File: src/sv/pre_pkg.sv
// Shared types, codes and sequencer states of the primitive root enumerator.
package pre_pkg;

  localparam int VW = 20;   // width of every value field
  localparam int DW = 11;   // trial divisor width: its square covers any 20-bit value
  localparam int CW = 5;    // step counter width of the serial units

  typedef logic [VW-1:0] val_t;

  typedef enum logic {
    OP_START = 1'b0,
    OP_FETCH = 1'b1
  } op_t;

  typedef enum logic [4:0] {
    S_IDLE,
    S_CHK,
    S_TD,
    S_TD_W,
    S_PP,
    S_PP_W,
    S_PHI,
    S_PHI_W,
    S_FT,
    S_FT_W,
    S_FS,
    S_FS_W,
    S_GT,
    S_GT_W,
    S_ME,
    S_MR_W,
    S_MB,
    S_MB_W,
    S_GC,
    S_CLR,
    S_MKI,
    S_MK,
    S_MK_W,
    S_FR,
    S_FC,
    S_EMIT
  } st_t;

endpackage

File: src/sv/pre_mulmod.sv
// Serial modular multiplier: a * b mod m by double-and-add, one bit of b per cycle.
module pre_mulmod (
  input  logic          clk,
  input  logic          rst_n,
  input  logic          start,
  input  pre_pkg::val_t a,
  input  pre_pkg::val_t b,
  input  pre_pkg::val_t m,
  output logic          done,
  output pre_pkg::val_t prod
);
  import pre_pkg::*;

  val_t          acc_r, a_r, b_r;
  logic [CW-1:0] cnt_r;
  logic          run_r, done_r;
  logic [VW:0]   dbl, add;
  val_t          dbl_red;

  // operands stay below m, so one subtract after each step suffices
  assign dbl     = {acc_r, 1'b0};
  assign dbl_red = (dbl >= {1'b0, m}) ? VW'(dbl - {1'b0, m}) : VW'(dbl);
  assign add     = {1'b0, dbl_red} + (b_r[VW-1] ? {1'b0, a_r} : '0);

  always_ff @(posedge clk) begin
    if (!rst_n) begin
      run_r  <= 1'b0;
      done_r <= 1'b0;
      cnt_r  <= '0;
    end else begin
      done_r <= 1'b0;
      if (start) begin
        run_r <= 1'b1;
        cnt_r <= CW'(VW);
        acc_r <= '0;
        a_r   <= a;
        b_r   <= b;
      end else if (run_r) begin
        acc_r <= (add >= {1'b0, m}) ? VW'(add - {1'b0, m}) : VW'(add);
        b_r   <= {b_r[VW-2:0], 1'b0};
        cnt_r <= cnt_r - 1'b1;
        if (cnt_r == CW'(1)) begin
          run_r  <= 1'b0;
          done_r <= 1'b1;
        end
      end
    end
  end

  assign done = done_r;
  assign prod = acc_r;

endmodule

File: config.mk
export PLATFORM = sky130hd
export DESIGN_NAME = pre_mulmod
export DESIGN_NICKNAME = d
export VERILOG_FILES = /design/src/sv/pre_pkg.sv /design/src/sv/pre_mulmod.sv
export SDC_FILE = /design/constraint.sdc
export NUM_CORES = 1
export LEC_CHECK = 0
export BUFFER_PORTS_ARGS = -buffer_cell sky130_fd_sc_hd__clkbuf_2
export CAP_MARGIN = 20
export CORE_MARGIN = 1.5
export CORE_UTILIZATION = 59
export CTS_CLUSTER_DIAMETER = 30
export DETAILED_ROUTE_END_ITERATION = 7
export PLACE_DENSITY = 0.82
export SLEW_MARGIN = 5
export SYNTH_ARGS = -nofsm -noshare
export SYNTH_HDL_FRONTEND = slang
export SYNTH_SLANG_ARGS = --single-unit
export TNS_END_PERCENT = 50
File: constraint.sdc
create_clock -name clk -period 7.1 [get_ports clk]
set_input_delay 0.71 -clock clk [delete_from_list [all_inputs] [get_ports clk]]
set_output_delay 0.71 -clock clk [all_outputs]
set_load 0.005 [all_outputs]
==> run_results.csv <==
group,metric,value,unit
floorplan,initial_core_util,0.612,
synth,yosysTopAreaCell,"edfxtp_1",
run,drv_cap,0,
critical_path,reg2reg_to,"prod[18]$_SDFFCE_PP0P_",
clock_tree,clk_latency,370,ps
sta,final.setup.tns,0,ps
detailed_routing,viasPerCell,6.01,
clock_tree,cts_hold_buf,0,
synth,syn_avg_cell_area,10.0,um2
global_routing,grt_pass1_vias,5140,
cells_and_area,syn2layout_area_growth,15.7,%
sta,min_period,6700,ps
sta,drv_slew,0,
detailed_routing,wire_per_inst,18.0,um
sta,min_period_over_period,0.943,
sta,worst_pin_slew,1070,ps
critical_path,cp_max_fo,11,
place,io_buffers,83,
sta,rsz0062_at_grt,"false",
clock_tree,cts_tree,"done",
floorplan,rows,36,
global_routing,grt_max_degree,42,
critical_path,crit_arrival,6810,ps
synth,synthesis.nets,727,
clock_tree,ctsRootBufferMaster,"clkbuf_8",
place,post-place-ws,-169,ps
cells_and_area,final_layout_size_suffix_gt1_frac,0.274,
clock_tree,h-tree-depth,3,
floorplan,die_x,104,um
critical_path,regToRegStartpoint,"prod[0]$_SDFFCE_PP0P_",
synth,synth_common_cells,"ha_1 (62), edfxtp_1 (60), nor2_1 (47)",
synth,ys_top_cells_by_area,"edfxtp_1 (30%), ha_1 (13%), mux2_2 (5.4%)",
global_routing,grt_pass1_wl,24.7,mm
cells_and_area,fin_cells,844,
critical_path,critical_path.max_stage_delay,400,ps
place,gp_congestion,0.944,
synth,ys.flop_type,"edfxtp_1",
min_path,hold_class,"in2reg",
critical_path,critical_path_depth,28,
floorplan,dieArea,10800,um2
critical_path,crit_start,"m[1]",
outcome,status,"finished, final reports clean",
clock_tree,clock_sinks,67,
critical_path,r2r_slack,420,ps
sta,layout_setup_ws,402,ps
detailed_routing,drc,0,
place,place_hpwl,11.8,mm
detailed_routing,detail-route-antenna-nets,0,
critical_path,crit_path_end,"prod[18]$_SDFFCE_PP0P_",
synth,ys_seq_area_frac,0.323,
place,placed_cells_incl_taps,824,
global_routing,grtUsageMet2,0.496,
synth,synth_cell_types,76,
global_routing,grtUsageMet3,0.0407,
critical_path,reg2reg_depth,26,
clock_tree,clk_pin_slew,80,ps
cells_and_area,layout.nets,834,
detailed_routing,vias,5076,
global_routing,busiest_layer,"met2",
critical_path,cp_common_cell,"ha_1",
sta,timing.fmax,0.149,GHz
global_routing,use_met1,0.355,
synth,yosysMostFrequentCell,"ha_1",
critical_path,cp_num_buf_inv,2,
sta,finalSetupViolCount,0,
sta,whs,511,ps
sta,hold_violations,0,
sta,skew,9.75,ps
synth,synth-edff-count,60,
detailed_routing,drt_iter0_drc,302,
synth,async_reset_ff_frac,0,
floorplan,die_h,104,um
synth,ys.warnings.count,0,
critical_path,critPathRequiredTime,7210,ps
global_routing,antenna_found_initial,0,
critical_path,crit_slowest_cell,"fa_1",
critical_path,crit_path_end_kind,"flip-flop",
sta,max_slew_margin,0.288,
detailed_routing,first_pass_iters,5,
floorplan,coreArea,9820,um2
critical_path,cp-start-kind,"input port",
synth,postSynthCellCount,599,
clock_tree,cts_max_path_buffers,2,
critical_path,path_class,"in2reg",
floorplan,pin_count,84,
global_routing,grtUsageTotal,0.287,
clock_tree,cts_buffers,9,
critical_path,crit_family,"compound AO/OA/AOI/OAI gates",
cells_and_area,n_antenna_cell,0,
synth,synth_top_area_frac,0.300,
synth,syn_area,6010,um2
detailed_routing,wl,15.2,mm
global_routing,grt_overflow_total,0,
synth,ys_ff_latch,67,
[cell families (layout without fill, tap and decap cells)]
family,count (synthesis),count (layout),share of synthesized area
AO/OA/AOI/OAI,162,162,0.205
AND/OR/NAND/NOR,161,161,0.134
flip-flops,67,67,0.323
adder cells (fa/ha/maj),65,65,0.139
multiplexers,51,51,0.0985
buffers and inverters,51,163,0.0389
XOR/XNOR,42,42,0.0612
[metal layers]
metal / share of wire / wire length [um]
met5: 0 / 0
met4: 0.028 / 420
met3: 0.052 / 787
met2: 0.50 / 7540
met1: 0.42 / 6430
[layout by cell type, fill, tap and decap left out, types with 11 or more instances in the layout]
cell / netlist / final
buf_4: 0 / 21
nand3_1: 11 / 11
mux2i_1: 13 / 13
nor3_1: 14 / 14
inv_1: 40 / 39
edfxtp_1: 60 / 60
xor2_1: 16 / 16
nor2_1: 47 / 47
a21oi_1: 40 / 40
o21ai_0: 20 / 18
and2_1: 26 / 26
a21o_1: 17 / 17
ha_1: 62 / 61
mux2_2: 29 / 29
xnor2_1: 26 / 26
nand2_1: 28 / 28
clkbuf_2: 0 / 83
[metrics by stage]
step | cell area, um2 | utilization
finish | 6950 | 0.708
global route | 6950 | 0.708
CTS | 6880 | 0.701
detailed placement | 6670 | 0.679
global placement | 6670 | 0.679
floorplan | 6010 | -
[layout make-up]
| type | count | area (um2) |
|---|---|---|
| Multi-Input combinational cell | 481 | 3860 |
| Clock buffer | 11 | 174 |
| Tap cell | 133 | 166 |
| Sequential cell | 67 | 1940 |
| Fill cell | 755 | 2870 |
| Timing Repair Buffer | 107 | 619 |
| Clock inverter | 5 | 37.5 |
| Inverter | 40 | 150 |
[registers in the layout, indices dropped and copies added (netlist names)]
signal,count
b_r,20
cnt_r,5
run_r,1
prod,20
done,1
a_r,20
[what timing repair did]
action,4_1_cts,5_1_grt
setup buffers,0,3
gates resized for setup,0,10
endpoints found under the setup margin,0,20
hold endpoints to repair,0,0
[worst min-delay path by stage]
stage,start,end,slack (ps),cells after the start
finish,a[17],a_r[17]$_DFFE_PP_,510,1
global route,a[17],a_r[17]$_DFFE_PP_,500,1
CTS,a[4],a_r[4]$_DFFE_PP_,500,1
detailed placement,cnt_r[2]$_SDFFE_PN0N_,run_r$_SDFF_PN0_,510,1
global placement,cnt_r[1]$_SDFFE_PP0P_,cnt_r[1]$_SDFFE_PP0P_,480,2
floorplan,cnt_r[1]$_SDFFE_PP0P_,cnt_r[1]$_SDFFE_PP0P_,470,2
Power is left out: the tool's default activity adds up to more than one toggle a clock period on the data nets, which glitch-free logic cannot reach.
