### src/sv/pre_pkg.sv
// Shared types, codes and sequencer states of the primitive root enumerator.
package pre_pkg;

  localparam int VW = 20;   // width of every value field
  localparam int DW = 11;   // trial divisor width: its square covers any 20-bit value
  localparam int CW = 5;    // step counter width of the serial units

  typedef logic [VW-1:0] val_t;

  typedef enum logic {
    OP_START = 1'b0,
    OP_FETCH = 1'b1
  } op_t;

  typedef enum logic [4:0] {
    S_IDLE,
    S_CHK,
    S_TD,
    S_TD_W,
    S_PP,
    S_PP_W,
    S_PHI,
    S_PHI_W,
    S_FT,
    S_FT_W,
    S_FS,
    S_FS_W,
    S_GT,
    S_GT_W,
    S_ME,
    S_MR_W,
    S_MB,
    S_MB_W,
    S_GC,
    S_CLR,
    S_MKI,
    S_MK,
    S_MK_W,
    S_FR,
    S_FC,
    S_EMIT
  } st_t;

endpackage

### src/sv/pre_div.sv
// Restoring divider, one quotient bit per cycle.
module pre_div (
  input  logic         clk,
  input  logic         rst_n,
  input  logic         start,
  input  pre_pkg::val_t dividend,
  input  pre_pkg::val_t divisor,
  output logic         done,
  output pre_pkg::val_t quot,
  output pre_pkg::val_t rem
);
  import pre_pkg::*;

  val_t          rem_r, quo_r, dvs_r;
  logic [CW-1:0] cnt_r;
  logic          run_r, done_r;
  logic [VW:0]   trial;
  logic          fits;

  assign trial = {rem_r, quo_r[VW-1]};
  assign fits  = trial >= {1'b0, dvs_r};

  always_ff @(posedge clk) begin
    if (!rst_n) begin
      run_r  <= 1'b0;
      done_r <= 1'b0;
      cnt_r  <= '0;
    end else begin
      done_r <= 1'b0;
      if (start) begin
        run_r <= 1'b1;
        cnt_r <= CW'(VW);
        rem_r <= '0;
        quo_r <= dividend;
        dvs_r <= divisor;
      end else if (run_r) begin
        // shift in the next dividend bit, subtract where it fits
        rem_r <= fits ? VW'(trial - {1'b0, dvs_r}) : VW'(trial);
        quo_r <= {quo_r[VW-2:0], fits};
        cnt_r <= cnt_r - 1'b1;
        if (cnt_r == CW'(1)) begin
          run_r  <= 1'b0;
          done_r <= 1'b1;
        end
      end
    end
  end

  assign done = done_r;
  assign quot = quo_r;
  assign rem  = rem_r;

endmodule

### config.mk
export PLATFORM = sky130hd
export DESIGN_NAME = pre_div
export DESIGN_NICKNAME = d
export VERILOG_FILES = /design/src/sv/pre_pkg.sv /design/src/sv/pre_div.sv
export SDC_FILE = /design/constraint.sdc
export NUM_CORES = 1
export LEC_CHECK = 0
export ABC_AREA = 0
export ABC_CLOCK_PERIOD_IN_PS = 2600
export BUFFER_PORTS_ARGS = -buffer_cell sky130_fd_sc_hd__buf_2
export CAP_MARGIN = 5
export CORE_MARGIN = 2
export CORE_UTILIZATION = 35
export CTS_BUF_LIST = sky130_fd_sc_hd__clkbuf_8
export CTS_CLUSTER_DIAMETER = 120
export DETAILED_ROUTE_END_ITERATION = 16
export GPL_ROUTABILITY_DRIVEN = 0
export SYNTH_ARGS = -nofsm -noshare
export SYNTH_HDL_FRONTEND = slang
export SYNTH_SLANG_ARGS = --single-unit
### constraint.sdc
create_clock -name clk -period 2.6 [get_ports clk]
set_input_delay 0.39 -clock clk [delete_from_list [all_inputs] [get_ports clk]]
set_output_delay 0.39 -clock clk [all_outputs]
set_load 0.02 [all_outputs]
==> impl_metrics.json, run 1 <==
{
  "yosysTopAreaCellShare": 0.458,
  "nFillCells": 998,
  "drv_slew": 0,
  "grt_max_degree": 30,
  "grt_first_pass_wirelength_um": 15100,
  "drv_cap": 0,
  "cts_sinks": 67,
  "syn_area_um2": 3930,
  "internal_power_mw": 2.25,
  "synth_area_leaders": "edfxtp_1 (46%), ha_1 (7.0%), mux2_2 (5.7%), dfxtp_1 (3.6%), xnor2_1 (2.7%)",
  "pwr-share-clk": 0.261,
  "diodes": 0,
  "leakage_nw": 2.24,
  "outcome": "finished with violations",
  "io_buffer_count": 83,
  "drt-initial-drc-count": 107,
  "cts_root_buffer": "clkbuf_8",
  "initial_core_util": 0.361,
  "min_period_ps": 2670,
  "clk_latency_ps": 360,
  "ys_seq_elements": 67,
  "worstPathArrival_ps": 2770,
  "vias_per_cell": 5.06,
  "crit_chain": "inv_2 > ha_4 > nor2b_4 > o31a_1 > o41ai_4 > o21ai_2 > a41oi_4 > buf_6 > buf_12 > mux2i_2 > nor2_1",
  "worstPathMaxFanout": 6,
  "post-route-util": 0.487,
  "synth_cells": 337,
  "syn_avg_cell_area_um2": 11.7,
  "worst_pin_slew_ps": 510,
  "synth_common_cells": "edfxtp_1 (60), inv_1 (27), ha_1 (22)",
  "rsz0062_at_grt": "true",
  "switchingPower_mw": 1.15,
  "rr_worst_depth": 11,
  "end_kind": "register",
  "sw_frac_of_total": 0.338,
  "rows": 38,
  "design.die.area_um2": 12100,
  "required_ps": 2700,
  "crit_slowest_cell": "edfxtp_1",
  "die_w_um": 110,
  "yosys.cell_types.count": 64,
  "drt-total-wl_um": 9620,
  "grt_pass1_vias": 3048,
  "hold_class": "in -> reg",
  "maxSlewHeadroom": 0.660,
  "seq_area_frac_synth": 0.494,
  "r2r-end": "rem[12]",
  "nets": 535,
  "violations": "setup timing",
  "cp-start-kind": "register",
  "vdd_drop_max_mv": 0.334,
  "grt_overflow": 0,
  "post_drt_wl_per_cell_um": 15.7,
  "ys_async_sr_fraction": 0,
  "ys.flop_type": "edfxtp_1",
  "crit_end": "rem[12]",
  "route.detailed.drc": 0,
  "max_stage_delay_ps": 420,
  "hpwl_um": 6850,
  "pwr-share-seq": 0.393,
  "firstDrtPassIters": 4,
  "grtUsageTotal": 0.163,
  "rrSetupSlack_ps": -70,
  "setup_ws_ps": -73.9,
  "crit_type": "reg -> reg",
  "die_h_um": 110,
  "pwr-share-comb": 0.346,
  "timing_hold_violations_final": 0,
  "p_per_area_nw_per_um2": 641,
  "dp_slack_ps": -18.8,
  "ys_warn_count": 0,
  "finClkSkew_ps": 14.6,
  "synth-edff-count": 60,
  "crit_start": "dvs_r[1]",
  "fin_crit_sh": 1.03,
  "max_freq_mhz": 374,
  "synth_top_cell_by_area": "edfxtp_1",
  "num_vias": 3107,
  "worstHoldStart": "divisor[0]",
  "syn2layout_area_growth_pct": 34.9,
  "synth.most_common_cell": "edfxtp_1",
  "antenna_found_initial": 0,
  "io_pins": 84,
  "clk_pin_slew_ps": 100,
  "r2r_start": "dvs_r[1]",
  "antenna_left": 0,
  "setup_viol": 12,
  "cts_buffers": 9,
  "cts_tree": "built",
  "drive_gt1_frac": 0.441,
  "h-tree-depth": 3,
  "synth_nets": 403,
  "core_um2": 10900,
  "clockBufferDepth": 2
}
cell families after synthesis:
kind of cell | Yosys count | synth area share
multiplexers | 29 | 0.0802
AND/OR/NAND/NOR | 88 | 0.119
buffers and inverters | 41 | 0.0471
adder cells (fa/ha/maj) | 23 | 0.0751
AO/OA/AOI/OAI | 74 | 0.152
XOR/XNOR | 15 | 0.0334
flip-flops | 67 | 0.494
critical path, delay by kind of cell (launching register included):
family	cells	cell delay, ps
fa+ha+maj	1	200
mux	1	210
compound gates	4	1040
simple gates	2	180
buf+inv	3	360
flops	1	420
sequential cells by signal, indices dropped and copies added, names as in the netlist:
signal / count
cnt_r: 5
done: 1
dvs_r: 20
quot: 20
rem: 20
run_r: 1
per-stage QoR:
stage | area [µm²] | TNS [ps] | instances | hold WS (ps) | power, mW
floorplan | 3990 | -192 | 337 | 468 | 2.06
global placement | 4810 | 0 | 584 | 480 | 2.36
detailed placement | 4810 | -32.2 | 584 | 504 | 2.38
CTS | 5030 | -69.9 | 601 | 180 | 3.29
global route | 5310 | -2480 | 614 | 166 | 3.59
finish | 5310 | -413 | 614 | 196 | 3.40
power by group through the flow:
stage                     combinational (mW)  clock (mW)  sequential [mW]
final                                   1.18       0.887             1.34
after global routing                    1.29       0.958             1.35
after CTS                               1.04       0.915             1.34
after detailed placement                1.02           0             1.36
after global placement                  1.01           0             1.36
after floorplan                        0.632           0             1.42
worst min path at each step:
stage / to / cells after the start
after CTS: dvs_r[0] / 1
final: dvs_r[0] / 1
after detailed placement: cnt_r[1] / 2
after global placement: cnt_r[1] / 2
after global routing: dvs_r[0] / 1
after floorplan: cnt_r[1] / 2
per-layer routing:
| metal | global-route usage | part of all wire |
|---|---|---|
| met1 | 0.209 | 0.46 |
| met4 | 0.0371 | 0.014 |
| met3 | 0.0494 | 0.048 |
| met5 | 0 | 0 |
| met2 | 0.269 | 0.48 |
timing repair:
action | in CTS | in global routing
setup buffers | 1 | 9
pin swaps | 1 | 14
hold buffers | 0 | 0
resized for setup | 2 | 26
cloned | 0 | 4
setup endpoints to repair | 9 | 21
final cells by class:
type,instances,area [µm²],area share
Tap cell,140,175,0.0330
Multi-Input combinational cell,229,1970,0.371
Inverter,27,101,0.0191
Clock inverter,7,76.3,0.0144
Timing Repair Buffer,135,922,0.174
Clock buffer,9,124,0.0233
Sequential cell,67,1940,0.366
layout by cell type, fill, tap and decap left out, types with 9 or more instances in the layout:
| master | netlist | layout |
|---|---|---|
| inv_1 | 27 | 26 |
| nor2_1 | 21 | 20 |
| edfxtp_1 | 60 | 60 |
| ha_1 | 22 | 15 |
| xnor2_1 | 12 | 12 |
| mux2_2 | 20 | 19 |
| buf_2 | 3 | 83 |
| buf_4 | 2 | 40 |
| nand2_1 | 16 | 16 |
| clkbuf_8 | 0 | 9 |
| a21oi_1 | 14 | 13 |
Note: power is estimated with default switching activity, not from simulation.
==> run 2: changes to the inputs <==
ABC_CLOCK_PERIOD_IN_PS = 3350   (was 2600)
CORE_UTILIZATION = 54   (was 35)
PLACE_DENSITY = 0.79   (was not set)
clock period = 3.35 ns   (was 2.6 ns; I/O delays follow)
==> run 2 against run 1 <==
The flow now finishes without violations. Sequential power shrank 22%. Worst hold slack gained 130 ps. First-iteration DRC count grew 51%. Die area shrank 34%. Fmax shrank 11%. Via count shrank 3.9%. Largest cell class is now sequential cells. Clock-buffer cell count is the same. Cell count shrank 14%.
==> impl_metrics.json, run 2 (same netlist as run 1, synthesis figures left out) <==
{
  "drt-initial-drc-count": 162,
  "holdBufCountCts": 0,
  "stdcell_area_um2": 4670,
  "fin_crit_sh": 0.895,
  "post_drt_wl_per_cell_um": 16.5,
  "grt_overflow": 0,
  "rrSetupSlack_ps": 350,
  "clk_latency_ps": 350,
  "p_per_area_nw_per_um2": 522,
  "clockBufferDepth": 2,
  "post-cts-setup-buffers": 0,
  "pwr-share-seq": 0.426,
  "route.detailed.drc": 0,
  "pwr-share-comb": 0.290,
  "worstPathArrival_ps": 3210,
  "antenna_found_initial": 0,
  "final_common_cell": "buf_2",
  "maxSlewHeadroom": 0.585,
  "hold_class": "in -> reg",
  "max_freq_mhz": 333,
  "rows": 31,
  "rr_worst_depth": 9,
  "internal_power_mw": 1.65,
  "crit_buf_inv": 1,
  "die_h_um": 89.4,
  "finClkSkew_ps": 13.4,
  "cts_buffers": 9,
  "grtUsageTotal": 0.225,
  "die_w_um": 89.4,
  "crit_chain": "ha_1 > and4_1 > and3_1 > a22oi_1 > o21ai_2 > a41oi_4 > buf_12 > or4b_1 > nand4_1",
  "max_stage_delay_ps": 530,
  "initial_core_util": 0.551,
  "syn2layout_area_growth_pct": 18.7,
  "tns_ps": 0,
  "h-tree-depth": 3,
  "min_period_ps": 3000,
  "cts_sinks": 67,
  "cp-start-kind": "register",
  "design.die.area_um2": 7980,
  "outcome": "finished clean",
  "sw_frac_of_total": 0.323,
  "leakage_nw": 1.98,
  "drv_cap": 0,
  "vdd_drop_max_mv": 0.342,
  "drt-total-wl_um": 8710,
  "cts_root_buffer": "clkbuf_8",
  "vias_per_cell": 5.66,
  "setup_viol": 0,
  "grt_max_degree": 33,
  "drive_gt1_frac": 0.333,
  "drv_slew": 0,
  "worst_pin_slew_ps": 616,
  "num_vias": 2986,
  "grt_pass1_vias": 2861,
  "required_ps": 3560,
  "crit_type": "reg -> reg",
  "dpl.cell_count": 512,
  "cts_resized": 0,
  "layout_common_cells": "buf_2 (83), edfxtp_1 (60), inv_1 (27)",
  "switchingPower_uw": 788,
  "diodes": 0,
  "firstDrtPassIters": 5,
  "crit_slowest_cell": "ha_1",
  "fin_cells": 528,
  "crit_cells": 9,
  "clk_pin_slew_ps": 80,
  "antenna_left": 0,
  "timing_hold_violations_final": 0,
  "worstPathMaxFanout": 17,
  "rsz0062_at_grt": "false",
  "nets": 490,
  "io_buffer_count": 83,
  "place_area_um2": 4470,
  "grt_first_pass_wirelength_um": 13500,
  "pwr-share-clk": 0.284,
  "hold_depth": 1,
  "hpwl_um": 6170,
  "cts_tree": "built",
  "crit_family": "simple AND/OR/NAND/NOR gates",
  "core_um2": 7140,
  "io_pins": 84,
  "end_kind": "register"
}
-- run 2: changes by cell type in the layout (fill, tap and decap cells not counted), sizes merged --
cell	change
clkbuf	-3
bufinv	+1
inv	-5
buf	-42
clkinv	+4
-- run 2: per-layer routing --
layer | track usage | part of all wire
met4 | 0.100 | 0.023
met2 | 0.362 | 0.50
met5 | 0 | 0
met1 | 0.296 | 0.42
met3 | 0.0443 | 0.054
-- run 2: worst reg2reg max path, cell delays in order, from the launching register on --
cell,delay (ps)
edfxtp_1,430
ha_1,530
and4_1,340
and3_1,270
a22oi_1,100
o21ai_2,100
a41oi_4,280
buf_12,260
or4b_1,460
nand4_1,100
-- run 2: metrics by stage --
| step | utilization | setup WS, ps | hold slack [ps] | total power, mW |
|---|---|---|---|---|
| 5_1_grt | 0.654 | 177 | 308 | 2.56 |
| 3_3_place_gp | 0.626 | 482 | 481 | 1.73 |
| 4_1_cts | 0.654 | 381 | 315 | 2.45 |
| 3_5_place_dp | 0.626 | 400 | 500 | 1.75 |
| 6_report | 0.654 | 351 | 326 | 2.44 |
| 2_1_floorplan | - | 584 | 468 | 1.58 |
-- run 2: area by class of cell --
| class | instances | area (µm²) |
|---|---|---|
| fillers | 576 | 2470 |
| flip-flops and latches | 67 | 1940 |
| multi-input cells | 229 | 1810 |
| repair buffers | 90 | 493 |
| clock buffers | 9 | 124 |
| well taps | 99 | 124 |
| inverters | 27 | 101 |
| clock inverters | 7 | 77.6 |
-- run 2: final timing paths --
kind,start,end
worst max-delay path,rem[9],rem[19]
worst max register to register,rem[9],rem[19]
worst min register to register,cnt_r[1],cnt_r[1]
worst min-delay path,divisor[18],dvs_r[18]
-- run 2: power by group through the flow --
stage,Combinational (mW),Sequential [mW],Clock (mW)
CTS,0.706,1.04,0.701
global placement,0.679,1.05,0
finish,0.707,1.04,0.692
floorplan,0.475,1.10,0
global route,0.773,1.05,0.740
detailed placement,0.697,1.06,0
